### config.mk
export PLATFORM = sky130hd
export DESIGN_NAME = vdq_cordic_stage
export DESIGN_NICKNAME = d
export VERILOG_FILES = /design/src/vdq_pkg.sv /design/src/vdq_cordic_stage.sv
export SDC_FILE = /design/constraint.sdc
export NUM_CORES = 1
export LEC_CHECK = 0
export BUFFER_PORTS_ARGS = -buffer_cell sky130_fd_sc_hd__clkbuf_2
export CAP_MARGIN = 10
export CORE_ASPECT_RATIO = 1.5
export CORE_MARGIN = 5
export CORE_UTILIZATION = 37
export CTS_CLUSTER_DIAMETER = 50
export CTS_CLUSTER_SIZE = 24
export DETAILED_ROUTE_END_ITERATION = 12
export GPL_TIMING_DRIVEN = 1
export HOLD_SLACK_MARGIN = 0.06
export MAX_ROUTING_LAYER = met4
export PLACE_DENSITY = 0.59
export SLEW_MARGIN = 10
export SYNTH_ARGS = -nofsm -noshare
export SYNTH_HDL_FRONTEND = slang
export SYNTH_SLANG_ARGS = --single-unit
### constraint.sdc
create_clock -name clk -period 5.9 [get_ports clk]
set_input_delay 0.885 -clock clk [delete_from_list [all_inputs] [get_ports clk]]
set_output_delay 0.885 -clock clk [all_outputs]
set_load 0.01 [all_outputs]
### src/vdq_pkg.sv
// ----------------------------------------------------------------------------
// vdq_pkg
// Shared constants, types and helper functions of the vector
// direction quantizer: datapath widths and the cordic step angle table.
// ----------------------------------------------------------------------------
package vdq_pkg;

  localparam int ANGLE_COUNT_DEF = 64;
  localparam int COORD_WIDTH_DEF = 16;

  localparam int FRAC_BITS    = 48;
  localparam int CORDIC_STEPS = 50;
  localparam int NORM_BIT     = 58;
  localparam int XW           = 64;
  localparam int ZW           = FRAC_BITS + 3;
  localparam int POS_W        = FRAC_BITS + 3;
  localparam int SHW          = $clog2(NORM_BIT + 1);
  localparam int DIR_W        = 6;

  typedef struct packed {
    logic [2:0] oct;
    logic       bzero;
  } side_t;

  // restoring division, used only while elaborating constants
  function automatic logic [63:0] udiv64(input logic [63:0] n, input logic [63:0] d);
    logic [63:0] q;
    logic [63:0] r;
    q = '0;
    r = '0;
    for (int k = 63; k >= 0; k--) begin
      r = {r[62:0], n[k]};
      if (r >= d) begin
        r = r - d;
        q[k] = 1'b1;
      end
    end
    return q;
  endfunction

  // atan(1/m) in q62 radians, truncated series
  function automatic logic [63:0] atan_recip(input logic [63:0] m);
    logic [63:0] p;
    logic [63:0] acc;
    logic [63:0] t;
    p   = udiv64(64'h4000_0000_0000_0000, m);
    acc = '0;
    for (int k = 0; k < 64; k++) begin
      if (p != 64'd0) begin
        t = udiv64(p, 64'(2 * k + 1));
        if (k[0]) acc = acc - t;
        else      acc = acc + t;
        p = udiv64(udiv64(p, m), m);
      end
    end
    return acc;
  endfunction

  // floor(num * 2^FRAC_BITS / den)
  function automatic logic [63:0] frac_div(input logic [63:0] num, input logic [63:0] den);
    logic [63:0] q;
    logic [63:0] r;
    q = '0;
    r = num;
    for (int k = 0; k < FRAC_BITS; k++) begin
      r = {r[62:0], 1'b0};
      q = {q[62:0], 1'b0};
      if (r >= den) begin
        r = r - den;
        q[0] = 1'b1;
      end
    end
    return q;
  endfunction

  // step angle in units of pi/4
  function automatic logic [63:0] step_angle(input int idx);
    logic [63:0] quarter;
    quarter = atan_recip(64'd2) + atan_recip(64'd3);
    if (idx == 0) return 64'd1 << FRAC_BITS;
    return frac_div(atan_recip(64'd1 << idx), quarter);
  endfunction

  // arithmetic shift right rounding toward zero
  function automatic logic signed [XW-1:0] shr_tz(input logic signed [XW-1:0] v,
                                                  input int s);
    logic signed [XW-1:0] fl;
    logic [XW-1:0]        mask;
    fl   = v >>> s;
    mask = ~({XW{1'b1}} << s);
    if (v[XW-1] && ((v & mask) != '0)) fl = fl + XW'(1);
    return fl;
  endfunction

endpackage

### src/vdq_cordic_stage.sv
// ----------------------------------------------------------------------------
// vdq_cordic_stage
// One vectoring-mode cordic iteration with a fixed shift and step angle,
// registered.
// ----------------------------------------------------------------------------
module vdq_cordic_stage import vdq_pkg::*; #(
  parameter int STAGE = 0
) (
  input  logic                 clk,
  input  logic                 rst,
  input  logic                 in_valid,
  input  logic signed [XW-1:0] in_x,
  input  logic signed [XW-1:0] in_y,
  input  logic signed [ZW-1:0] in_z,
  input  side_t                in_side,
  output logic                 out_valid,
  output logic signed [XW-1:0] out_x,
  output logic signed [XW-1:0] out_y,
  output logic signed [ZW-1:0] out_z,
  output side_t                out_side
);

  localparam logic [63:0]          STEP_RAW = step_angle(STAGE);
  localparam logic signed [ZW-1:0] STEP     = STEP_RAW[ZW-1:0];

  logic signed [XW-1:0] dx;
  logic signed [XW-1:0] dy;
  logic signed [XW-1:0] x_next;
  logic signed [XW-1:0] y_next;
  logic signed [ZW-1:0] z_next;

  always_comb begin
    dx = shr_tz(in_y, STAGE);
    dy = shr_tz(in_x, STAGE);
    if (!in_y[XW-1]) begin
      x_next = in_x + dx;
      y_next = in_y - dy;
      z_next = in_z + STEP;
    end else begin
      x_next = in_x - dx;
      y_next = in_y + dy;
      z_next = in_z - STEP;
    end
  end

  always_ff @(posedge clk) begin
    if (rst) begin
      out_valid <= 1'b0;
    end else begin
      out_valid <= in_valid;
    end
  end

  always_ff @(posedge clk) begin
    out_x    <= x_next;
    out_y    <= y_next;
    out_z    <= z_next;
    out_side <= in_side;
  end

endmodule

==> metrics.csv <==
metric,value,unit
status,completed,
yosys warns,0,
final setup violation count,0,
vias in the first global route,17010,
hold buffer count at CTS,0,
maxcap violations,0,
CTS tree,yes,
Post-CTS Setup Inserts,0,
Simple-Gate Fraction of Synth Area,15.01,%
Synth Flop Type,dfxtp_1,
footprint of the multi-input gates,0.01080,sq mm
synthesized cell area,0.01564,sq mm
Layout area overhead,18.60,%
Top delay family on crit path,compound AO/OA/AOI/OAI gates,
Max transition margin,11.62,%
DR WL/cell,24.07,microns
Clock transition at path regs,90,ps
Vias,16890,
initial core utilization,37.32,%
"most common cell after layout, fill and taps aside",clkbuf_2,
HP Start,in_z[41],
Die Wd,177.9,microns
unrepaired setup endpoints after global routing,no,
CP Class,in -> reg,
global route total overflow,0,
"Max FO, Critical Path",14,
Compound-Gate Fraction of Synth Area,29.42,%
Leak,8.683,nW
clk sinks,183,
CP max-delay cell,a2111oi_1,
adder-cell share of the synthesized area,15.72,%
Pre-Repair DR Iteration Count,5,
post-synthesis mux area share,1.872,%
htree depth,4,
clk buf depth,2,
WP buf/inv,2,
Synth area leaders,"dfxtp_1 (23%), ha_1 (15%), a21oi_1 (9.0%), xnor2_1 (6.6%), inv_1 (4.8%)",
PwrDens,255.8,mW/mm^2
Met3 Routed Length,4.575,mm
Worst setup EP type,flip-flop,
most frequent cells in the layout,"clkbuf_2 (368), a21oi_1 (281), inv_1 (197)",
"area leader, netlist",dfxtp_1,
wl on met1,24.36,mm
post-layout min period,5370,ps
Initial DRC Count,1309,
"critical path, cell by cell",clkbuf_2 -> inv_1 -> ha_1 -> or3_1 -> a2111oi_1 -> o41ai_2 -> a32oi_1 -> a211oi_1 -> o21ai_1 -> a41oi_1 -> o21ai_0 -> xnor2_1,
Mapped Nets,2430,
first-pass GRT wire length,103.1,mm
fillers,4464,
initial antenna violation count,0,
WL final,70.71,mm
register area,0.003664,sq mm
worst setup path startpoint,in_x[10],
top cell type's share of synthesized area,23.43,%
NumNets Final,2741,
Worst Path Arrival,5760,ps
Max VDD drop,0.1472,mV
clock root cell,clkbuf_16,
Post-synth EDFFs,0,
period utilization,91.01,%
f_max,0.1862,GHz
fin util,44.26,%
Die Height,261.8,microns
Final Wtd Congestion,0.9958,
gr usage total,29.87,%
syn avg cell area,7.627,sq um
DRC,0,
# rows,92,
CTS resizes,0,
post-DP HPWL,58.54,mm
Syn Inst Count,2050,
Vias/cell,5.749,
Hold Crit Class,in -> reg,
max layer used,met4,
Ports,370,
Tot Pwr,4.744,mW
largest family of logic cells by synthesized area,compound AO/OA/AOI/OAI gates,
largest net degree at the start of global routing,73,
setup TNS,0,ps
fraction of registers with async set/reset,0,%
sequential area share after synthesis,23.43,%
CTS Buf Count,17,
ant diodes,0,
ANT nets after route,0,
Worst Tran Pin Value,1314,ps
Crit path required time,6290,ps
met2 WL,37.01,mm
Slew Limit Fails,0,
type of origin of the critical path,input port,
core area,0.04190,sq mm
die area,0.04656,sq mm
layout cells sized above 1,18.83,%
Cell variety after synth,86,
IO Port Bufs,369,
Worst path max stage delay,1030,ps
Synth Register Bits,183,
Fin. Hold Viols,0,
xor-xnor portion of the synthesized cell area,7.058,%
-- state kept, by name (all words and copies together), names as in the netlist --
signal     count
out_y         63
out_valid      1
out_x         64
out_z         51
out_side       4
-- layer usage --
layer	track usage, %	vias up
li1	-	7892
met1	29.86	7934
met2	55.21	854
met3	3.598	212
met4	17.82	0
met5	-	-
-- area by class of cell --
type                            count  area share [%]
Inverter                          212           4.291
Timing Repair Buffer              384           10.58
Clock inverter                     14          0.9514
Multi-Input combinational cell   1563           58.25
Clock buffer                       18           2.368
Sequential cell                   183           19.76
Tap cell                          564           3.805
-- Yosys cell counts (all sizes together), types with 27 or more instances --
cell,n
nand2,108
nand4,46
a21oi,281
clkbuf,66
ha,190
nor3,34
a21o,42
mux2i,27
nor2,157
dfxtp,183
xnor2,118
o21bai,64
nor4,30
o21ai,139
inv,199
o31ai,30
-- power breakdown --
group	total, mW	switching, mW	internal, mW
Sequential	1.57	0.0976	1.47
Combinational	1.95	1.26	0.690
Clock	1.22	0.639	0.585
Total	4.74	2.00	2.75
-- cell families after synthesis --
kind of cell,Yosys count
and+or+nand+nor,484
adders and majority gates,194
buffers and inverters,304
AOI/OAI and AO/OA,730
DFF,183
muxes,29
xor gates and xnor gates,126
-- worst paths after layout --
path                  slack [ps]  cells past startpoint         to
worst max-delay path         530                     12  out_x[62]
worst min-delay path         500                      1  out_z[41]
-- through the flow --
| step | hold WS, ps | worst slack, ps | instances | area (sq um) |
|---|---|---|---|---|
| final | 500.2 | 530.5 | 2938 | 18540 |
| after global routing | 497.8 | 625.9 | 2938 | 18540 |
| after CTS | 491.3 | 779.0 | 2938 | 18540 |
| after detailed placement | 989.6 | 308.9 | 2906 | 17930 |
| after global placement | 987.1 | 373.0 | 2906 | 17930 |
| after floorplan | 912.7 | 1915 | 2050 | 15640 |
(Power assumes the default switching activity.)
