## config.mk

```make
export PLATFORM = sky130hd
export DESIGN_NAME = vdq_norm
export DESIGN_NICKNAME = d
export VERILOG_FILES = /design/src/vdq_pkg.sv /design/src/vdq_norm.sv
export SDC_FILE = /design/constraint.sdc
export NUM_CORES = 1
export LEC_CHECK = 0
export BUFFER_PORTS_ARGS = -buffer_cell sky130_fd_sc_hd__buf_2
export CAP_MARGIN = 20
export CORE_MARGIN = 4
export CORE_UTILIZATION = 55
export DETAILED_ROUTE_END_ITERATION = 10
export GPL_TIMING_DRIVEN = 0
export PLACE_DENSITY = 0.85
export SYNTH_ARGS = -nofsm -noshare
export SYNTH_HDL_FRONTEND = slang
export SYNTH_SLANG_ARGS = --single-unit
```

## constraint.sdc

```tcl
create_clock -name clk -period 5.39 [get_ports clk]
set_clock_uncertainty 0.2 [all_clocks]
set_input_delay 1.078 -clock clk [delete_from_list [all_inputs] [get_ports clk]]
set_output_delay 1.078 -clock clk [all_outputs]
set_load 0.005 [all_outputs]
```

## src/vdq_pkg.sv

```systemverilog
// ----------------------------------------------------------------------------
// vdq_pkg
// Shared constants, types and helper functions of the vector
// direction quantizer: datapath widths and the cordic step angle table.
// ----------------------------------------------------------------------------
package vdq_pkg;

  localparam int ANGLE_COUNT_DEF = 64;
  localparam int COORD_WIDTH_DEF = 16;

  localparam int FRAC_BITS    = 48;
  localparam int CORDIC_STEPS = 50;
  localparam int NORM_BIT     = 58;
  localparam int XW           = 64;
  localparam int ZW           = FRAC_BITS + 3;
  localparam int POS_W        = FRAC_BITS + 3;
  localparam int SHW          = $clog2(NORM_BIT + 1);
  localparam int DIR_W        = 6;

  typedef struct packed {
    logic [2:0] oct;
    logic       bzero;
  } side_t;

  // restoring division, used only while elaborating constants
  function automatic logic [63:0] udiv64(input logic [63:0] n, input logic [63:0] d);
    logic [63:0] q;
    logic [63:0] r;
    q = '0;
    r = '0;
    for (int k = 63; k >= 0; k--) begin
      r = {r[62:0], n[k]};
      if (r >= d) begin
        r = r - d;
        q[k] = 1'b1;
      end
    end
    return q;
  endfunction

  // atan(1/m) in q62 radians, truncated series
  function automatic logic [63:0] atan_recip(input logic [63:0] m);
    logic [63:0] p;
    logic [63:0] acc;
    logic [63:0] t;
    p   = udiv64(64'h4000_0000_0000_0000, m);
    acc = '0;
    for (int k = 0; k < 64; k++) begin
      if (p != 64'd0) begin
        t = udiv64(p, 64'(2 * k + 1));
        if (k[0]) acc = acc - t;
        else      acc = acc + t;
        p = udiv64(udiv64(p, m), m);
      end
    end
    return acc;
  endfunction

  // floor(num * 2^FRAC_BITS / den)
  function automatic logic [63:0] frac_div(input logic [63:0] num, input logic [63:0] den);
    logic [63:0] q;
    logic [63:0] r;
    q = '0;
    r = num;
    for (int k = 0; k < FRAC_BITS; k++) begin
      r = {r[62:0], 1'b0};
      q = {q[62:0], 1'b0};
      if (r >= den) begin
        r = r - den;
        q[0] = 1'b1;
      end
    end
    return q;
  endfunction

  // step angle in units of pi/4
  function automatic logic [63:0] step_angle(input int idx);
    logic [63:0] quarter;
    quarter = atan_recip(64'd2) + atan_recip(64'd3);
    if (idx == 0) return 64'd1 << FRAC_BITS;
    return frac_div(atan_recip(64'd1 << idx), quarter);
  endfunction

  // arithmetic shift right rounding toward zero
  function automatic logic signed [XW-1:0] shr_tz(input logic signed [XW-1:0] v,
                                                  input int s);
    logic signed [XW-1:0] fl;
    logic [XW-1:0]        mask;
    fl   = v >>> s;
    mask = ~({XW{1'b1}} << s);
    if (v[XW-1] && ((v & mask) != '0)) fl = fl + XW'(1);
    return fl;
  endfunction

endpackage

```

## src/vdq_norm.sv

```systemverilog
// ----------------------------------------------------------------------------
// vdq_norm
// Normalizer: finds the leading one of a, then shifts a and b left so that
// a lands in [2^58, 2^59); two register stages.
// ----------------------------------------------------------------------------
module vdq_norm import vdq_pkg::*; #(
  parameter int AW = COORD_WIDTH_DEF + 1
) (
  input  logic                 clk,
  input  logic                 rst,
  input  logic                 in_valid,
  input  logic [AW-1:0]        a,
  input  logic [AW-1:0]        b,
  input  side_t                in_side,
  output logic                 out_valid,
  output logic signed [XW-1:0] x,
  output logic signed [XW-1:0] y,
  output side_t                out_side
);

  logic [SHW-1:0] sh_next;
  logic [SHW-1:0] sh;
  logic [AW-1:0]  a_r;
  logic [AW-1:0]  b_r;
  side_t          side_r;
  logic           valid_r;

  always_comb begin
    sh_next = SHW'(NORM_BIT);
    for (int k = 0; k < AW; k++) begin
      if (a[k]) sh_next = SHW'(NORM_BIT - k);
    end
  end

  always_ff @(posedge clk) begin
    if (rst) begin
      valid_r   <= 1'b0;
      out_valid <= 1'b0;
    end else begin
      valid_r   <= in_valid;
      out_valid <= valid_r;
    end
  end

  always_ff @(posedge clk) begin
    sh       <= sh_next;
    a_r      <= a;
    b_r      <= b;
    side_r   <= in_side;
    x        <= XW'(a_r) << sh;
    y        <= XW'(b_r) << sh;
    out_side <= side_r;
  end

endmodule

```

==> metrics.md, run 1 <==
| Metric | Value |
|---|---|
| Worst Hold Class | `register to register` |
| Area growth, synth to finish | `27.9%` |
| Maximum clock rate | `between 300 and 400 MHz` |
| Post-synth EDFFs | `0` |
| Storage cell area | `2260 um^2` |
| Vias in the first global route | `between 5,000 and 6,000` |
| Die Width | `roughly 110 um` |
| Dominant synthesized flop cell | `dfxtp_1` |
| RSZ-0062 raised after global routing | `false` |
| Hold_buf cts | `0` |
| First-pass GRT wire length | `27,900 um` |
| Worst Path Max Fanout | `10` |
| FF-to-FF path depth | `8` |
| Post-synth cell types | `between 40 and 50` |
| Synth area leader | `dfxtp_1` |
| Sequential-to-total area share from yosys stat | `between 40% and 50%` |
| Ant. Diodes | `0` |
| CTS tree | `yes` |
| Clk buf depth | `2` |
| Minimum clock period | `2.58 ns` |
| Asr flop ratio synth | `0%` |
| Die Height | `about 110 um` |
| Post-DRT Antenna Nets | `0` |
| Area of the multi-input gates | `roughly 2800 um^2` |
| Setup TNS | `0 ns` |
| Share of cells above drive strength 1 | `34.6%` |
| CTS H-tree depth | `4` |
| Via count | `5,260` |
| Slew HR | `a little under half` |
| Final hold viol count | `0` |
| Top post-synthesis cells by area | `dfxtp_1 (40%), buf_4 (9.1%), mux2i_1 (8.2%)` |
| DR DRC count | `1` |
| Total wire length | `19,000 um` |
| Filler cells | `730` |
| Crit. Startpoint | `sh[0]` |
| Total CTS buffers | `17` |
| GRT Total Usage | `a little under a third` |
| CP startpoint kind | `register` |
| Hold Startpoint | `side_r[2]` |
| Worst-Skew Late Latency | `0.54 ns` |
| Worst Path Arrival | `about 2.8 ns` |
| Worst slew pin tran | `0.778 ns` |
| Worst R2R Start | `sh[0]` |
| Mapped Cells | `approximately 580` |
| CTS resizes | `0` |
| Final Max Tran Viols | `0` |
| Total die area | `about 12,000 um^2` |
| Root buffer cell | `clkbuf_8` |
| GRT overflow | `0` |
| Fin worst setup slack | `approximately 2.8 ns` |
| Synth warn | `0` |
| Post-layout nets | `just over 800` |
| Via/cell ratio | `5.76` |
| Register bit total from synthesis | `around 110` |
| Reg clk slew, reported paths | `around 0.06 ns` |
| Top-area cell type share of the netlist area | `40.4%` |
| Final Non-Filler Cells | `between 900 and 1,000` |
| CP Capture Type | `register` |
| Core area | `9860 um^2` |
| Peak VDD IR | `0.224 mV` |
| # setup viols final | `0` |
| Syn_area_per_cell | `9.72 um^2` |
| Power per standard cell area | `around 350 nW/um^2` |
| Fin crit share | `47.9%` |
| Placed Cells | `881` |
| Pleak | `3.42 nW` |
| Port bufs | `109` |
| Initial Util | `56.8%` |
| Status | `complete, but fails checks` |
| Failing checks | `DRC` |
| Top-count cell post-synth | `dfxtp_1` |
| Synth cell count leaders | `dfxtp_1 (113), buf_4 (68), nand2_1 (59)` |
| DR iter-0 viols | `592` |
| Wire length per cell | `20.8 um` |
| Setup Slack @ Placement | `roughly 2.8 ns` |
| Max-Cap Viols | `0` |
| Post-layout power | `2.51 mW` |
| Hold Crit Depth | `0` |
| DP HPWL | `14,300 um` |
| Critical path class | `register to register` |
| Placer Congestion | `1.03` |
| CTS Sinks | `113` |
| Setup bufs post-CTS | `0` |
| Initial antenna violation count | `0` |
| Synth Cell Area | `~5600 um^2` |
| Drt pass-1 iters | `8` |
| IO Pins | `174` |
| Worst EP required | `5.59 ns` |
| Largest net degree at the start of global routing | `17` |
| FP Rows | `36` |
## registers in the layout, indices dropped and copies added, names as in the netlist
register and flops:
x 32, y 32, a_r 17, b_r 17, sh 5, out_side 4
side_r 4, out_valid 1, valid_r 1
## final cells by class
class / count / share of cell area [%]
clock buffer: 20 / 6.36
timing repair buffer: 109 / 7.62
sequential: 113 / 31.6
inverter: 8 / 0.419
clock inverter: 12 / 2.20
multi-input combinational: 418 / 39.6
buffer: 100 / 9.89
tap: 133 / 2.32
## report_power, final
| part | total [mW] | switching, mW | internal (mW) |
|---|---|---|---|
| registers | 0.928 | 0.0304 | 0.898 |
| logic | 0.428 | 0.234 | 0.194 |
| clock network | 1.15 | 0.413 | 0.740 |
## cell families after synthesis
logic type	after synthesis	share of synthesized area, %
AO/OA/AOI/OAI	124	14.7
AND/OR/NAND/NOR	139	10.6
flip-flops	113	40.4
buffers and inverters	108	13.2
multiplexers	91	21.0
other	1	0.0670
## worst max-delay path, cell delays in order, from the launching register on
cell	delay, ns
dfxtp_1	0.32
buf_6	0.15
buf_12	0.15
buf_6	0.18
mux2i_1	0.55
mux2i_1	0.27
mux2i_1	0.32
o32a_1	0.20
o21ai_0	0.10
## final timing paths
| check | endpoint | slack (ns) |
|---|---|---|
| max | x[54] | 2.81 |
| min | out_side[2] | 0.13 |
| max reg2reg | x[54] | 2.81 |
| min reg2reg | out_side[2] | 0.13 |
## cell usage in the layout, fill, tap and decap left out, drive strengths merged, types with 4 or more instances in the layout
cell type	synthesis	final
a2bb2oi	4	4
clkbuf	11	31
nand2	59	59
inv	8	8
nand2b	4	4
and3	4	4
buf	89	198
conb	1	64
clkinvlp	0	6
o2bb2ai	6	6
nand3	7	7
nor2	41	41
a31oi	4	4
o21ai	28	28
mux2	27	27
dfxtp	113	113
a211oi	4	4
o22ai	18	18
a21oi	23	23
o32ai	4	4
mux2i	48	48
mux4	16	16
o211ai	5	5
a22o	4	4
o31ai	4	4
nor3	15	15
## stage by stage
step / hold WS (ns) / util [%] / area (um^2)
floorplan: 0.110 / - / 5840
global placement: 0.113 / 66.4 / 6550
detailed placement: 0.112 / 66.4 / 6550
CTS: 0.126 / 72.6 / 7160
global route: 0.129 / 72.6 / 7160
finish: 0.125 / 72.6 / 7160
## layer usage
metal  track usage, %  routed length, um  vias up
li1                 -                  -     2325
met1             39.6               7110     2437
met2             50.8               8940      421
met3             7.34               2040       77
met4             17.9                858        0
met5                0                  0        -
(Power assumes the default switching activity.)
==> run 2: changes to the inputs <==
- CORE_UTILIZATION: 55 -> 47
- PLACE_DENSITY: 0.85 -> 0.77
- clock period: 5.39 -> 2.2 ns (I/O delays scaled with it)
==> metrics.md, run 2 (synthesized netlist as in run 1, its figures left out) <==
| Metric | Value |
|---|---|
| Status | `complete, no violations (was complete, but fails checks)` |
| Worst R2R Start | `sh[0] (unchanged)` |
| Slack of the worst reg-to-reg path | `0.03 ns (was 2.81 ns)` |
| Total CTS buffers | `17 (unchanged)` |
| Area of the multi-input gates | `3020 um^2 (was 2840 um^2)` |
| Worst-Skew Late Latency | `0.43 ns (was 0.54 ns)` |
| Most frequent cells in the layout | `buf_2 (117), dfxtp_1 (112), buf_4 (70) (was buf_2 (121), dfxtp_1 (113), buf_4 (68))` |
| Pleak | `3.68 nW (was 3.42 nW)` |
| Minimum clock period | `2.17 ns (was 2.58 ns)` |
| Maximum clock rate | `461 MHz (was 387 MHz)` |
| Filler cells | `869 (was 730)` |
| Hold Crit Depth | `2 (was 0)` |
| Final Non-Filler Cells | `965 (was 913)` |
| Most used cell, CP | `buf_12 (was mux2i_1)` |
| Placer Congestion | `1.01 (was 1.03)` |
| Placed Cells | `891 (was 881)` |
| Via/cell ratio | `5.51 (was 5.76)` |
| Core area | `11,500 um^2 (was 9860 um^2)` |
| Total die area | `13,700 um^2 (was 11,900 um^2)` |
| Core Util, Final | `68.2% (was 72.6%)` |
| Peak VDD IR | `0.458 mV (was 0.224 mV)` |
| Worst Path Arrival | `2.29 ns (was 2.78 ns)` |
| DP HPWL | `14,900 um (was 14,300 um)` |
| Fin worst setup slack | `0.0306 ns (was 2.81 ns)` |
| Setup TNS | `0 ns (unchanged)` |
| CP startpoint kind | `register (unchanged)` |
| Slew HR | `47.7% (was 47.9%)` |
| Via count | `5,316 (was 5,260)` |
| Reg clk slew, reported paths | `0.05 ns (was 0.06 ns)` |
| DR iter-0 viols | `536 (was 592)` |
| Power per standard cell area | `828 nW/um^2 (was 351 nW/um^2)` |
| Worst slew pin tran | `0.782 ns (was 0.778 ns)` |
| Largest stage delay, worst path | `0.32 ns (was 0.55 ns)` |
| First-pass GRT wire length | `29,900 um (was 27,900 um)` |
| Largest registers | `x x32, y x32 (unchanged)` |
| Initial Util | `48.6% (was 56.8%)` |
| Die Width | `117 um (was 109 um)` |
| Initial antenna violation count | `0 (unchanged)` |
| CP Capture Type | `register (unchanged)` |
| Clk buf depth | `2 (unchanged)` |
| Crit path cell chain | `buf_6, buf_12, buf_12, mux2i_4, mux2i_2, a222oi_1, o22ai_1, a22o_1 (was buf_6, buf_12, buf_6, mux2i_1, mux2i_1, mux2i_1, o32a_1, o21ai_0)` |
| Port bufs | `109 (unchanged)` |
| CTS tree | `yes (unchanged)` |
| Reg2reg end | `x[49] (was x[54])` |
| Post-layout nets | `850 (was 808)` |
| Die Height | `117 um (was 109 um)` |
| CTS H-tree depth | `4 (unchanged)` |
| Crit-path slowest cell | `dfxtp_1 (was mux2i_1)` |
| Most common cell after layout, fill and taps aside | `buf_2 (unchanged)` |
| Area growth, synth to finish | `40.3% (was 27.9%)` |
| FP Rows | `39 (was 36)` |
| Share of cells above drive strength 1 | `38.0% (was 34.6%)` |
| Root buffer cell | `clkbuf_16 (was clkbuf_8)` |
| Total wire length | `20,200 um (was 19,000 um)` |
| GRT overflow | `0 (unchanged)` |
| Ant. Diodes | `0 (unchanged)` |
| Worst Path Max Fanout | `10 (unchanged)` |
| Worst EP required | `2.32 ns (was 5.59 ns)` |
| Worst Hold Slack | `0.0264 ns (was 0.125 ns)` |
| Final Max Tran Viols | `0 (unchanged)` |
| CTS Sinks | `113 (unchanged)` |
| Vias in the first global route | `5,338 (was 5,087)` |
| FF-to-FF path depth | `8 (unchanged)` |
| Final hold viol count | `0 (unchanged)` |
| Critical path class | `register to register (unchanged)` |
| Worst Hold Class | `input pin to register (was register to register)` |
| Post-DRT Antenna Nets | `0 (unchanged)` |
| Setup Slack @ Placement | `-0.300 ns (was 2.81 ns)` |
| Wire length per cell | `20.9 um (was 20.8 um)` |
| Delay-heaviest family, CP | `compound AO/OA/AOI/OAI gates (was multiplexers)` |
| Critical path buffers and inverters | `3 (unchanged)` |
| IO Pins | `174 (unchanged)` |
| # setup viols final | `0 (unchanged)` |
| Drt pass-1 iters | `5 (was 8)` |
| Max-Cap Viols | `0 (unchanged)` |
| GRT Total Usage | `30.0% (was 31.8%)` |
| Hold endpoint | `valid_r (was out_side[2])` |
| Hold Startpoint | `in_valid (was side_r[2])` |
| Storage cell area | `2260 um^2 (about the same)` |
| Fin crit share | `98.6% (was 47.9%)` |
| Largest net degree at the start of global routing | `17 (unchanged)` |
| DR DRC count | `0 (was 1)` |
## run 2: cell types whose count changed in the layout (fill, tap and decap cells not counted), moves of 3 or more
cell	delta
mux2i_4	+5
clkbuf_1	-6
clkbuf_4	+4
dlygate4sd3_1	+39
clkinvlp_4	-4
buf_2	-4
mux2i_2	+12
a21oi_1	-3
mux2i_1	-17
a21oi_2	+3
clkbuf_2	+9
## run 2: worst max-delay path by stage
stage,from,to,cells past startpoint
after floorplan,sh[0],x[61],6
after global placement,sh[0],x[54],8
after detailed placement,sh[0],x[54],8
after CTS,sh[0],x[54],8
after global routing,sh[0],y[53],6
final,sh[0],x[49],8
## run 2: cell type report
class / instances / area share (%)
Tap cell: 143 / 2.28
Sequential cell: 113 / 28.8
Clock inverter: 10 / 2.29
Multi-Input combinational cell: 418 / 38.4
Buffer: 99 / 9.49
Timing Repair Buffer: 152 / 12.3
Inverter: 8 / 0.382
Clock buffer: 22 / 6.04
## run 2: power by group
group          total, mW  leakage [nW]  switching (mW)  internal, mW
clock               3.03         0.316           0.938          2.09
sequential          2.29         0.942          0.0846          2.20
combinational       1.19          2.42           0.613         0.574
total               6.50          3.68            1.64          4.87
## run 2: layer usage
metal | GRT usage [%] | wire length (um)
met3 | 9.20 | 1870
met5 | 0 | 0
met2 | 48.2 | 9460
met4 | 15.9 | 825
met1 | 36.1 | 8050
## run 2: per-stage QoR
stage               power (mW)  area, um^2
floorplan                 2.96        5840
global placement          3.33        6560
detailed placement        3.33        6560
CTS                       6.45        7710
global route              6.71        7850
finish                    6.50        7850
## run 2: worst register-to-register path, cell delays in order (launching register included)
cell	delay, ns
dfxtp_1	0.32
buf_6	0.15
buf_12	0.16
buf_12	0.17
mux2i_4	0.28
mux2i_2	0.13
a222oi_1	0.32
o22ai_1	0.16
a22o_1	0.20
## run 2: repair_timing
| item | 4_1_cts | 5_1_grt |
|---|---|---|
| buffers inserted | 1 | 3 |
| hold buffers | 39 | 0 |
| endpoints found under the hold margin | 40 | 0 |
| endpoints found under the setup margin | 37 | 54 |
| resized for setup | 25 | 34 |
| pin swaps | 0 | 3 |
