`config.mk`:
```
export PLATFORM = sky130hd
export DESIGN_NAME = vdq_sector
export DESIGN_NICKNAME = d
export VERILOG_FILES = /design/src/vdq_pkg.sv /design/src/vdq_sector.sv
export SDC_FILE = /design/constraint.sdc
export NUM_CORES = 1
export LEC_CHECK = 0
export ABC_CLOCK_PERIOD_IN_PS = 1040
export BUFFER_PORTS_ARGS = -buffer_cell sky130_fd_sc_hd__buf_2
export CAP_MARGIN = 20
export CELL_PAD_IN_SITES_DETAIL_PLACEMENT = 2
export CELL_PAD_IN_SITES_GLOBAL_PLACEMENT = 2
export CORE_ASPECT_RATIO = 1.4
export CORE_MARGIN = 2
export CORE_UTILIZATION = 15
export CTS_CLUSTER_DIAMETER = 50
export DETAILED_ROUTE_END_ITERATION = 8
export PLACE_DENSITY = 0.76
export REMOVE_ABC_BUFFERS = 1
export SETUP_SLACK_MARGIN = 0.1
export SLEW_MARGIN = 20
export SYNTH_ARGS = -nofsm -noshare
export SYNTH_HDL_FRONTEND = slang
export SYNTH_SLANG_ARGS = --single-unit
export TNS_END_PERCENT = 30
```
`constraint.sdc`:
```
create_clock -name clk -period 1.04 [get_ports clk]
set_input_delay 0.208 -clock clk [delete_from_list [all_inputs] [get_ports clk]]
set_output_delay 0.208 -clock clk [all_outputs]
set_load 0.02 [all_outputs]
```
`src/vdq_pkg.sv`:
```
// ----------------------------------------------------------------------------
// vdq_pkg
// Shared constants, types and helper functions of the vector
// direction quantizer: datapath widths and the cordic step angle table.
// ----------------------------------------------------------------------------
package vdq_pkg;

  localparam int ANGLE_COUNT_DEF = 64;
  localparam int COORD_WIDTH_DEF = 16;

  localparam int FRAC_BITS    = 48;
  localparam int CORDIC_STEPS = 50;
  localparam int NORM_BIT     = 58;
  localparam int XW           = 64;
  localparam int ZW           = FRAC_BITS + 3;
  localparam int POS_W        = FRAC_BITS + 3;
  localparam int SHW          = $clog2(NORM_BIT + 1);
  localparam int DIR_W        = 6;

  typedef struct packed {
    logic [2:0] oct;
    logic       bzero;
  } side_t;

  // restoring division, used only while elaborating constants
  function automatic logic [63:0] udiv64(input logic [63:0] n, input logic [63:0] d);
    logic [63:0] q;
    logic [63:0] r;
    q = '0;
    r = '0;
    for (int k = 63; k >= 0; k--) begin
      r = {r[62:0], n[k]};
      if (r >= d) begin
        r = r - d;
        q[k] = 1'b1;
      end
    end
    return q;
  endfunction

  // atan(1/m) in q62 radians, truncated series
  function automatic logic [63:0] atan_recip(input logic [63:0] m);
    logic [63:0] p;
    logic [63:0] acc;
    logic [63:0] t;
    p   = udiv64(64'h4000_0000_0000_0000, m);
    acc = '0;
    for (int k = 0; k < 64; k++) begin
      if (p != 64'd0) begin
        t = udiv64(p, 64'(2 * k + 1));
        if (k[0]) acc = acc - t;
        else      acc = acc + t;
        p = udiv64(udiv64(p, m), m);
      end
    end
    return acc;
  endfunction

  // floor(num * 2^FRAC_BITS / den)
  function automatic logic [63:0] frac_div(input logic [63:0] num, input logic [63:0] den);
    logic [63:0] q;
    logic [63:0] r;
    q = '0;
    r = num;
    for (int k = 0; k < FRAC_BITS; k++) begin
      r = {r[62:0], 1'b0};
      q = {q[62:0], 1'b0};
      if (r >= den) begin
        r = r - den;
        q[0] = 1'b1;
      end
    end
    return q;
  endfunction

  // step angle in units of pi/4
  function automatic logic [63:0] step_angle(input int idx);
    logic [63:0] quarter;
    quarter = atan_recip(64'd2) + atan_recip(64'd3);
    if (idx == 0) return 64'd1 << FRAC_BITS;
    return frac_div(atan_recip(64'd1 << idx), quarter);
  endfunction

  // arithmetic shift right rounding toward zero
  function automatic logic signed [XW-1:0] shr_tz(input logic signed [XW-1:0] v,
                                                  input int s);
    logic signed [XW-1:0] fl;
    logic [XW-1:0]        mask;
    fl   = v >>> s;
    mask = ~({XW{1'b1}} << s);
    if (v[XW-1] && ((v & mask) != '0)) fl = fl + XW'(1);
    return fl;
  endfunction

endpackage

```
`src/vdq_sector.sv`:
```
// ----------------------------------------------------------------------------
// vdq_sector
// Sector mapping: clamps the residual angle, scales octant position to
// sectors and rotates by three quarters of a turn; three register stages.
// ----------------------------------------------------------------------------
module vdq_sector import vdq_pkg::*; #(
  parameter int ANGLE_COUNT = ANGLE_COUNT_DEF,
  parameter int RW          = $clog2(ANGLE_COUNT),
  parameter int NW          = $clog2(ANGLE_COUNT + 1)
) (
  input  logic                 clk,
  input  logic                 rst,
  input  logic                 in_valid,
  input  logic signed [ZW-1:0] z,
  input  side_t                side,
  output logic                 done,
  output logic [DIR_W-1:0]     direction_index
);

  localparam int ROT_OFS = (3 * ANGLE_COUNT) / 4;

  logic [FRAC_BITS-1:0]  u_next;
  logic [FRAC_BITS-1:0]  u;
  logic [2:0]            oct;
  logic                  u_valid;
  logic [POS_W+NW-1:0]   prod;
  logic [RW-1:0]         rot;
  logic                  rot_valid;
  logic [RW:0]           sum;
  logic [RW-1:0]         dir_next;
  logic [RW+DIR_W-1:0]   dir_ext;

  always_comb begin
    if (side.bzero || z[ZW-1]) begin
      u_next = '0;
    end else if (|z[ZW-2:FRAC_BITS]) begin
      u_next = '1;
    end else begin
      u_next = z[FRAC_BITS-1:0];
    end
  end

  assign prod = POS_W'({oct, u}) * NW'(ANGLE_COUNT);

  always_comb begin
    sum = {1'b0, rot} + (RW + 1)'(ROT_OFS);
    if (sum >= (RW + 1)'(ANGLE_COUNT)) sum = sum - (RW + 1)'(ANGLE_COUNT);
    dir_next = sum[RW-1:0];
    dir_ext  = (RW + DIR_W)'(dir_next);
  end

  always_ff @(posedge clk) begin
    if (rst) begin
      u_valid   <= 1'b0;
      rot_valid <= 1'b0;
      done      <= 1'b0;
    end else begin
      u_valid   <= in_valid;
      rot_valid <= u_valid;
      done      <= rot_valid;
    end
  end

  always_ff @(posedge clk) begin
    u               <= u_next;
    oct             <= side.oct;
    rot             <= prod[POS_W +: RW];
    direction_index <= dir_ext[DIR_W-1:0];
  end

endmodule

```
==> results_dict.tcl, run 1 <==
set metrics [dict create \
    ant_nets 0 \
    numClockSinks 21 \
    antenna_found_initial 0 \
    path_depth 1 \
    syn_area_per_cell_um2 15.05 \
    htree_num_levels 1 \
    io_buffers 19 \
    avgRoutedWirePerCell_um 8.330 \
    grt_pass1_wl_um 1242 \
    period_share_pct 88.12 \
    cts.hold.buffers_added 0 \
    synth_seq_area_share_pct 87.27 \
    r2r_cells 1 \
    grt_pass1_vias 334 \
    worstSetupEndpointType "output pin" \
    start_kind "flop" \
    slew_violations 0 \
    fp.dieArea_um2 3687 \
    drc 0 \
    r2r_slack_ps 500 \
    drv_cap 0 \
    cts_tree "done" \
    tightest_slew_ps 178.4 \
    cp_cell_sequence "buf_2" \
    synth.distinct_cells 5 \
    hold_viol 0 \
    cts_resized 0 \
    crit_buf_inv 1 \
    synthCells 32 \
    pre_cts_ws_ps 338.6 \
    final_cells 94 \
    regArea_um2 421.7 \
    setup_viol 0 \
    fmax_ghz 1.091 \
    gp_congestion 0.5922 \
    fin_skew_ps 3.322 \
    routed_wirelength_um 783 \
    crit_type "reg2out" \
    fp.dieH_um 71.05 \
    ys_top_cells_by_count "dfxtp_1 (21), nor3_1 (6), nor2b_1 (3)" \
    yosysTopAreaCellShare_pct 87.27 \
    path_clk_slew_ps 70 \
    clk_latency_ps 250 \
    grt_max_degree 13 \
    grt.total_usage_pct 4.885 \
    firstDrtPassIters 2 \
    initial_core_util_pct 15.57 \
    coreArea_um2 3093 \
    synthFlopType "dfxtp_1" \
    fin_crit_ps 916.4 \
    hold_class "in2reg" \
    synth_area_leaders "dfxtp_1 (87%), nor3_1 (6.2%), nor2b_1 (3.9%)" \
    dp_hpwl_um 639.2 \
    place_inst 90 \
    dr.first_iter.drc_count 3 \
    async_reset_ff_share_pct 0 \
    critical_path.top_delay_family "flip-flops" \
    yosysWarnings 0 \
    numCtsBuffers 3 \
    num_rows 24 \
    ir_drop_uv 577.5 \
    cpMaxStageDelayCell "dfxtp_1" \
    worst_path_largest_cell_delay_ps 310 \
    area_delta_synth_final_pct 42.60 \
    diodes 0 \
    setup_ws_ps 123.6 \
    multi_input_area_um2 57.56 \
    crit_required_ps 830 \
    netlist_area_um2 481.7 \
    p_leak_nw 0.3018 \
    post_cts_buffers 0 \
    rsz0062_at_grt "yes" \
    ys_ff_latch 21 \
    whs_path_depth 1 \
    nFillCells 352 \
    grt_overflow 0 \
    synth.most_common_cell "dfxtp_1" \
    die_x_um 51.90 \
    cts_buffer_depth 2 \
    nNetsFinal 114 \
    crit_fanout 1 \
    synth_edf_count 0 \
    powerDensity_nw_per_um2 2113 \
    relSlewSlack_pct 88.02 \
    cts_root_buffer "clkbuf_8" \
    setup_tns_ps 0 \
    netlist.top_cell.by_area "dfxtp_1" \
    drive_gt1_share_pct 43.64 \
    outcome "completed" \
    detail_route.vias_per_cell 3.191 \
    io_pins 65 \
    vias 300 \
    critical_path_arrival_ps 710 \
]
-- per-stage QoR --
| stage | util, % | total power, mW | cell area [um2] | hold slack, ps |
|---|---|---|---|---|
| CTS | 21.72 | 1.479 | 671.9 | 43.51 |
| global placement | 20.23 | 0.9499 | 625.6 | 311.8 |
| global route | 22.21 | 1.527 | 686.9 | 37.36 |
| finish | 22.21 | 1.451 | 686.9 | 51.97 |
| floorplan | - | 0.9090 | 481.7 | 235.7 |
| detailed placement | 20.23 | 0.9568 | 625.6 | 313.7 |
-- cell families (layout without fill, tap and decap cells) --
| kind of cell | count (synthesis) | after routing | synth area share, % |
|---|---|---|---|
| AND/OR/NAND/NOR | 9 | 9 | 10.13 |
| XOR/XNOR | 1 | 1 | 1.819 |
| flip-flops | 21 | 21 | 87.27 |
| buffers and inverters | 1 | 24 | 0.7785 |
-- registers in the layout, indices dropped and copies added, names as in the netlist --
signal and count:
u 3, rot 6, oct 3, u_valid 1
done 1, rot_valid 1, direction_index 6
-- final cells by class --
cell class | count | area share (%)
Inverter | 1 | 0.5464
Timing Repair Buffer | 19 | 15.85
Tap cell | 39 | 7.104
Multi-Input combinational cell | 10 | 8.379
Clock buffer | 3 | 6.011
Sequential cell | 21 | 61.38
Clock inverter | 1 | 0.7286
-- worst paths after layout --
path | endpoint | from
max reg2reg | direction_index[5]$_DFF_P_ | rot[4]$_DFF_P_
min | oct[2]$_DFF_P_ | side[3]
min reg2reg | rot[3]$_DFF_P_ | oct[0]$_DFF_P_
max | direction_index[5] | direction_index[5]$_DFF_P_
-- layout by cell type, fill, tap and decap left out, drive strengths merged --
master	instances
dfxtp	21
inv	1
buf	19
clkbuf	3
clkinv	1
xnor2	1
nor2b	3
nor3	6
-- where the power goes --
group          internal (mW)  total [mW]  switching (mW)
sequential             0.849       0.860          0.0109
clock                  0.266       0.510           0.244
combinational         0.0405      0.0813          0.0407
-- metal layers --
metal / part of all wire, % / global-route usage, % / routed length [um]
met5: 0 / 0 / 0
met4: 1.5 / 4.386 / 12
met3: 13 / 2.954 / 101
met2: 49 / 8.158 / 386
met1: 36 / 3.679 / 283
(Power assumes the default switching activity.)
==> run 2: changes to the inputs <==
Settings changed: PLACE_DENSITY 0.76 to 0.82.
==> run 2 against run 1 <==
  * Die area stayed put
  * Highest routed layer unchanged
  * Flip-flop and latch count stayed put
  * Clock power is 1% lower
  * Critical endpoint is now direction_index[1]
  * Largest power group unchanged
==> results_dict.tcl, run 2 (same netlist as run 1, synthesis figures left out) <==
set metrics [dict create \
    num_rows 24 \
    critical_path.top_delay_family "flip-flops" \
    drv_cap 0 \
    avgRoutedWirePerCell_um 9.330 \
    period_share_pct 88.40 \
    top_regs "direction_index x6, rot x6" \
    tightest_slew_ps 228.0 \
    grt_max_degree 12 \
    crit_buf_inv 1 \
    rsz0062_at_grt "yes" \
    io_buffers 19 \
    setup_viol 0 \
    ir_drop_uv 472.0 \
    area_delta_synth_final_pct 42.34 \
    htree_num_levels 1 \
    diodes 0 \
    cp_cell_sequence "buf_2" \
    routed_wirelength_um 877 \
    cpMaxStageDelayCell "dfxtp_1" \
    dpl_cell_area_um2 625.6 \
    final_cell_mix "dfxtp_1 (21), buf_2 (13), nor3_1 (6), buf_4 (6)" \
    stdcell_area_um2 685.7 \
    cts_root_buffer "clkbuf_8" \
    dr.first_iter.drc_count 2 \
    slew_violations 0 \
    powerDensity_nw_per_um2 2116 \
    numClockSinks 21 \
    die_x_um 51.90 \
    hold_viol 0 \
    worstSetupEndpointType "output pin" \
    fp.dieArea_um2 3687 \
    fin_skew_ps 1.661 \
    numCtsBuffers 3 \
    outcome "completed" \
    crit_required_ps 830 \
    nNetsFinal 114 \
    grt_overflow 0 \
    grt_pass1_vias 326 \
    crit_type "reg2out" \
    initial_core_util_pct 15.57 \
    worst_path_largest_cell_delay_ps 310 \
    path_clk_slew_ps 70 \
    drc 0 \
    relSlewSlack_pct 84.69 \
    layout_commonest_cell "dfxtp_1" \
    p_leak_nw 0.3002 \
    hold_class "in2reg" \
    antenna_found_initial 0 \
    dp_hpwl_um 719.9 \
    fmax_ghz 1.088 \
    cts_buffer_depth 2 \
    clk_latency_ps 250 \
    crit_fanout 1 \
    post_cts_buffers 0 \
    grt_pass1_wl_um 1414 \
    cts.hold.buffers_added 0 \
    detail_route.vias_per_cell 3.287 \
    io_pins 65 \
    grt.total_usage_pct 5.607 \
    gp_congestion 0.6565 \
    drive_gt1_share_pct 40.00 \
    coreArea_um2 3093 \
    fin_crit_ps 919.4 \
    firstDrtPassIters 4 \
    start_kind "flop" \
    setup_tns_ps 0 \
    critical_path_arrival_ps 710 \
    fp.dieH_um 71.05 \
    cts_tree "done" \
    ant_nets 0 \
    vias 309 \
]
run 2: routing by layer:
layer	track usage, %	share of wire [%]	up-vias
li1	-	-	146
met3	1.477	10	2
met2	9.001	53	18
met1	4.862	34	143
met5	0	0	-
met4	7.018	3.1	0
run 2: path summary, 6_finish.rpt:
path	start	to	slack, ps	cells past startpoint
max	direction_index[1]$_DFF_P_	direction_index[1]	120	1
min	side[2]	oct[1]$_DFF_P_	50	1
max reg2reg	rot[4]$_DFF_P_	direction_index[5]$_DFF_P_	500	1
min reg2reg	rot[1]$_DFF_P_	direction_index[1]$_DFF_P_	330	0
run 2: what timing repair did:
action,CTS,global route
gates resized for setup,1,5
cloned,0,0
endpoints found under the setup margin,1,6
hold endpoints to repair,0,0
run 2: report_power, final:
part / total [mW] / leakage, nW / internal (mW) / switching (mW)
Sequential: 0.860 / 0.175 / 0.849 / 0.0114
Combinational: 0.0854 / 0.102 / 0.0425 / 0.0430
Clock: 0.505 / 0.0228 / 0.272 / 0.233
Total: 1.45 / 0.300 / 1.16 / 0.288
run 2: area by class of cell:
type                    instances  area (um2)
inverters                       1       3.754
flip-flops and latches         21       420.4
well taps                      39       48.80
multi-input cells              10       57.56
repair buffers                 19       110.1
fillers                       355        2407
clock buffers                   4       45.04
run 2: through the flow:
stage | power [mW] | utilization [%] | instances | hold slack, ps | setup WS (ps)
after floorplan | 0.9090 | - | 32 | 235.7 | 436.9
after global placement | 0.9499 | 20.23 | 90 | 311.7 | 376.7
after detailed placement | 0.9596 | 20.23 | 90 | 312.6 | 273.9
after CTS | 1.477 | 21.76 | 94 | 45.22 | 101.0
after global routing | 1.519 | 22.17 | 94 | 43.85 | 82.50
final | 1.451 | 22.17 | 94 | 54.17 | 120.6
==> run 3: changes to the inputs <==
Settings changed: ABC_AREA from default to 1, GPL_TIMING_DRIVEN from default to 0, MAX_ROUTING_LAYER from default to met4.
==> run 3 against run 2 <==
  * Global-route usage rose by 0.42 points
  * First-iteration DRC count fell by 100%
  * Clock power barely moved
  * Count of clock-buffer cells in the layout did not move
  * Largest power group unchanged
  * Total power barely moved
  * Wire length rose by 4.9%
  * Critical path type unchanged
  * Non-clock buffer count did not move
  * Critical endpoint is now direction_index[4]
  * Largest cell class unchanged
  * Register-to-register slack barely moved
==> results_dict.tcl, run 3 <==
set metrics [dict create \
    crit_buf_inv 1 \
    synth_area_leaders "dfxtp_1 (84%), inv_1 (5.2%), a21oi_1 (3.0%)" \
    dpl_cell_area_um2 646.9 \
    io_buffers 19 \
    synthCells 39 \
    final_cell_mix "dfxtp_1 (21), buf_2 (16), inv_1 (7)" \
    num_rows 24 \
    grtUsageMet2_pct 9.722 \
    cpMaxStageDelayCell "dfxtp_1" \
    whs_ps 56.16 \
    synth_xor_area_share_pct 1.741 \
    synth_seq_area_share_pct 83.58 \
    post_cts_buffers 0 \
    syn_area_per_cell_um2 12.90 \
    slew_violations 0 \
    die_x_um 52.94 \
    start_kind "flop" \
    grt_max_degree 12 \
    synthSimpleGateAreaFrac_pct 4.726 \
    grt_pass1_vias 362 \
    synth_fa_ha_area_share_pct 0 \
    dr.first_iter.drc_count 0 \
    vias 329 \
    fin_skew_ps 0.8473 \
    synth_edf_count 0 \
    tightest_slew_ps 134.1 \
    worst_path_largest_cell_delay_ps 310 \
    grt.total_usage_pct 6.026 \
    firstDrtPassIters 1 \
    cts.hold.buffers_added 0 \
    coreArea_um2 3153 \
    numCtsBuffers 3 \
    nFillCells 371 \
    fp.dieArea_um2 3839 \
    grt_busiest_layer "met2" \
    synthMuxAreaShare_pct 0 \
    synth-compound-area-share_pct 2.985 \
    numClockSinks 21 \
    cts_tree "done" \
    netlist.top_cell.by_area "dfxtp_1" \
    grt_overflow 0 \
    setup_ws_ps 123.0 \
    synthFlopType "dfxtp_1" \
    stdcell_area_um2 699.4 \
    fin_crit_ps 917.0 \
    cp_cell_sequence "buf_2" \
    synth.most_common_cell "dfxtp_1" \
    setup_viol 0 \
    diodes 0 \
    cts_root_buffer "clkbuf_8" \
    path_clk_slew_ps 70 \
    ys_ff_latch 21 \
    synth_top_family_by_area "buffers and inverters" \
    detail_route.vias_per_cell 3.257 \
    relSlewSlack_pct 91.05 \
    htree_num_levels 1 \
    crit_type "reg2out" \
    io_pins 65 \
    netlist_area_um2 503.0 \
    critical_path_arrival_ps 710 \
    hold_viol 0 \
    cts_buffer_depth 2 \
    cts_resized 1 \
    powerDensity_nw_per_um2 2074 \
    drive_gt1_share_pct 40.32 \
    routed_wirelength_um 920 \
    hold_class "in2reg" \
    worstSetupEndpointType "output pin" \
    ir_drop_uv 671.0 \
    rsz0062_at_grt "yes" \
    drv_cap 0 \
    initial_core_util_pct 15.95 \
    crit_required_ps 830 \
    ys_top_cells_by_count "dfxtp_1 (21), inv_1 (7), a21oi_1 (3), nor2_1 (3)" \
    avgRoutedWirePerCell_um 9.109 \
    yosysTopAreaCellShare_pct 83.58 \
    critical_path.top_delay_family "flip-flops" \
    outcome "completed" \
    synth.distinct_cells 9 \
    top_regs "direction_index x6, rot x6" \
    async_reset_ff_share_pct 0 \
    dp_hpwl_um 774.4 \
    use_met3_pct 2.881 \
    layout_commonest_cell "dfxtp_1" \
    pre_cts_ws_ps 366.6 \
    setup_tns_ps 0 \
    drc 0 \
    area_delta_synth_final_pct 39.05 \
    grt_util_met1_pct 5.364 \
    crit_fanout 1 \
    fmax_ghz 1.090 \
    nNetsFinal 121 \
    ant_nets 0 \
    clk_latency_ps 250 \
    yosysWarnings 0 \
    gp_congestion 0.5838 \
    antenna_found_initial 0 \
    period_share_pct 88.18 \
    grt_pass1_wl_um 1518 \
    fp.dieH_um 72.52 \
    p_total_mw 1.451 \
    p_leak_nw 0.3335 \
]
[run 3: logic make-up (layout without fill, tap and decap cells)]
kind of cell,Yosys count,count (layout)
flip-flops,21,21
AO/OA/AOI/OAI,3,3
buffers and inverters,9,32
XOR/XNOR,1,1
AND/OR/NAND/NOR,5,5
[run 3: worst paths after layout]
path	start	end	slack [ps]	depth (start not counted)
worst max-delay path	direction_index[4]$_DFF_P_	direction_index[4]	120	1
worst min-delay path	side[2]	oct[1]$_DFF_P_	60	1
worst max register to register	rot[4]$_DFF_P_	direction_index[5]$_DFF_P_	490	1
worst min register to register	oct[2]$_DFF_P_	rot[5]$_DFF_P_	330	0
[run 3: area by class of cell]
| class | instances | area, um2 | area share (%) |
|---|---|---|---|
| Inverter | 9 | 35.03 | 5.009 |
| Multi-Input combinational cell | 9 | 47.55 | 6.798 |
| Tap cell | 39 | 48.80 | 6.977 |
| Clock buffer | 4 | 45.04 | 6.440 |
| Sequential cell | 21 | 420.4 | 60.11 |
| Timing Repair Buffer | 19 | 102.6 | 14.67 |
[run 3: metal layers]
layer	vias to the layer above	wire length, um
li1	156	-
met1	149	301
met2	22	467
met3	2	130
met4	0	19
met5	-	0
[run 3: power breakdown]
group | switching [mW] | internal, mW | leakage (nW)
Sequential | 0.0110 | 0.849 | 0.175
Clock | 0.232 | 0.272 | 0.0228
Combinational | 0.0477 | 0.0391 | 0.135
Total | 0.291 | 1.16 | 0.334
[run 3: metrics by stage]
stage | instances | utilization (%)
6_report | 101 | 22.18
5_1_grt | 101 | 22.18
4_1_cts | 101 | 22.02
3_5_place_dp | 97 | 20.52
3_3_place_gp | 97 | 20.52
2_1_floorplan | 39 | -
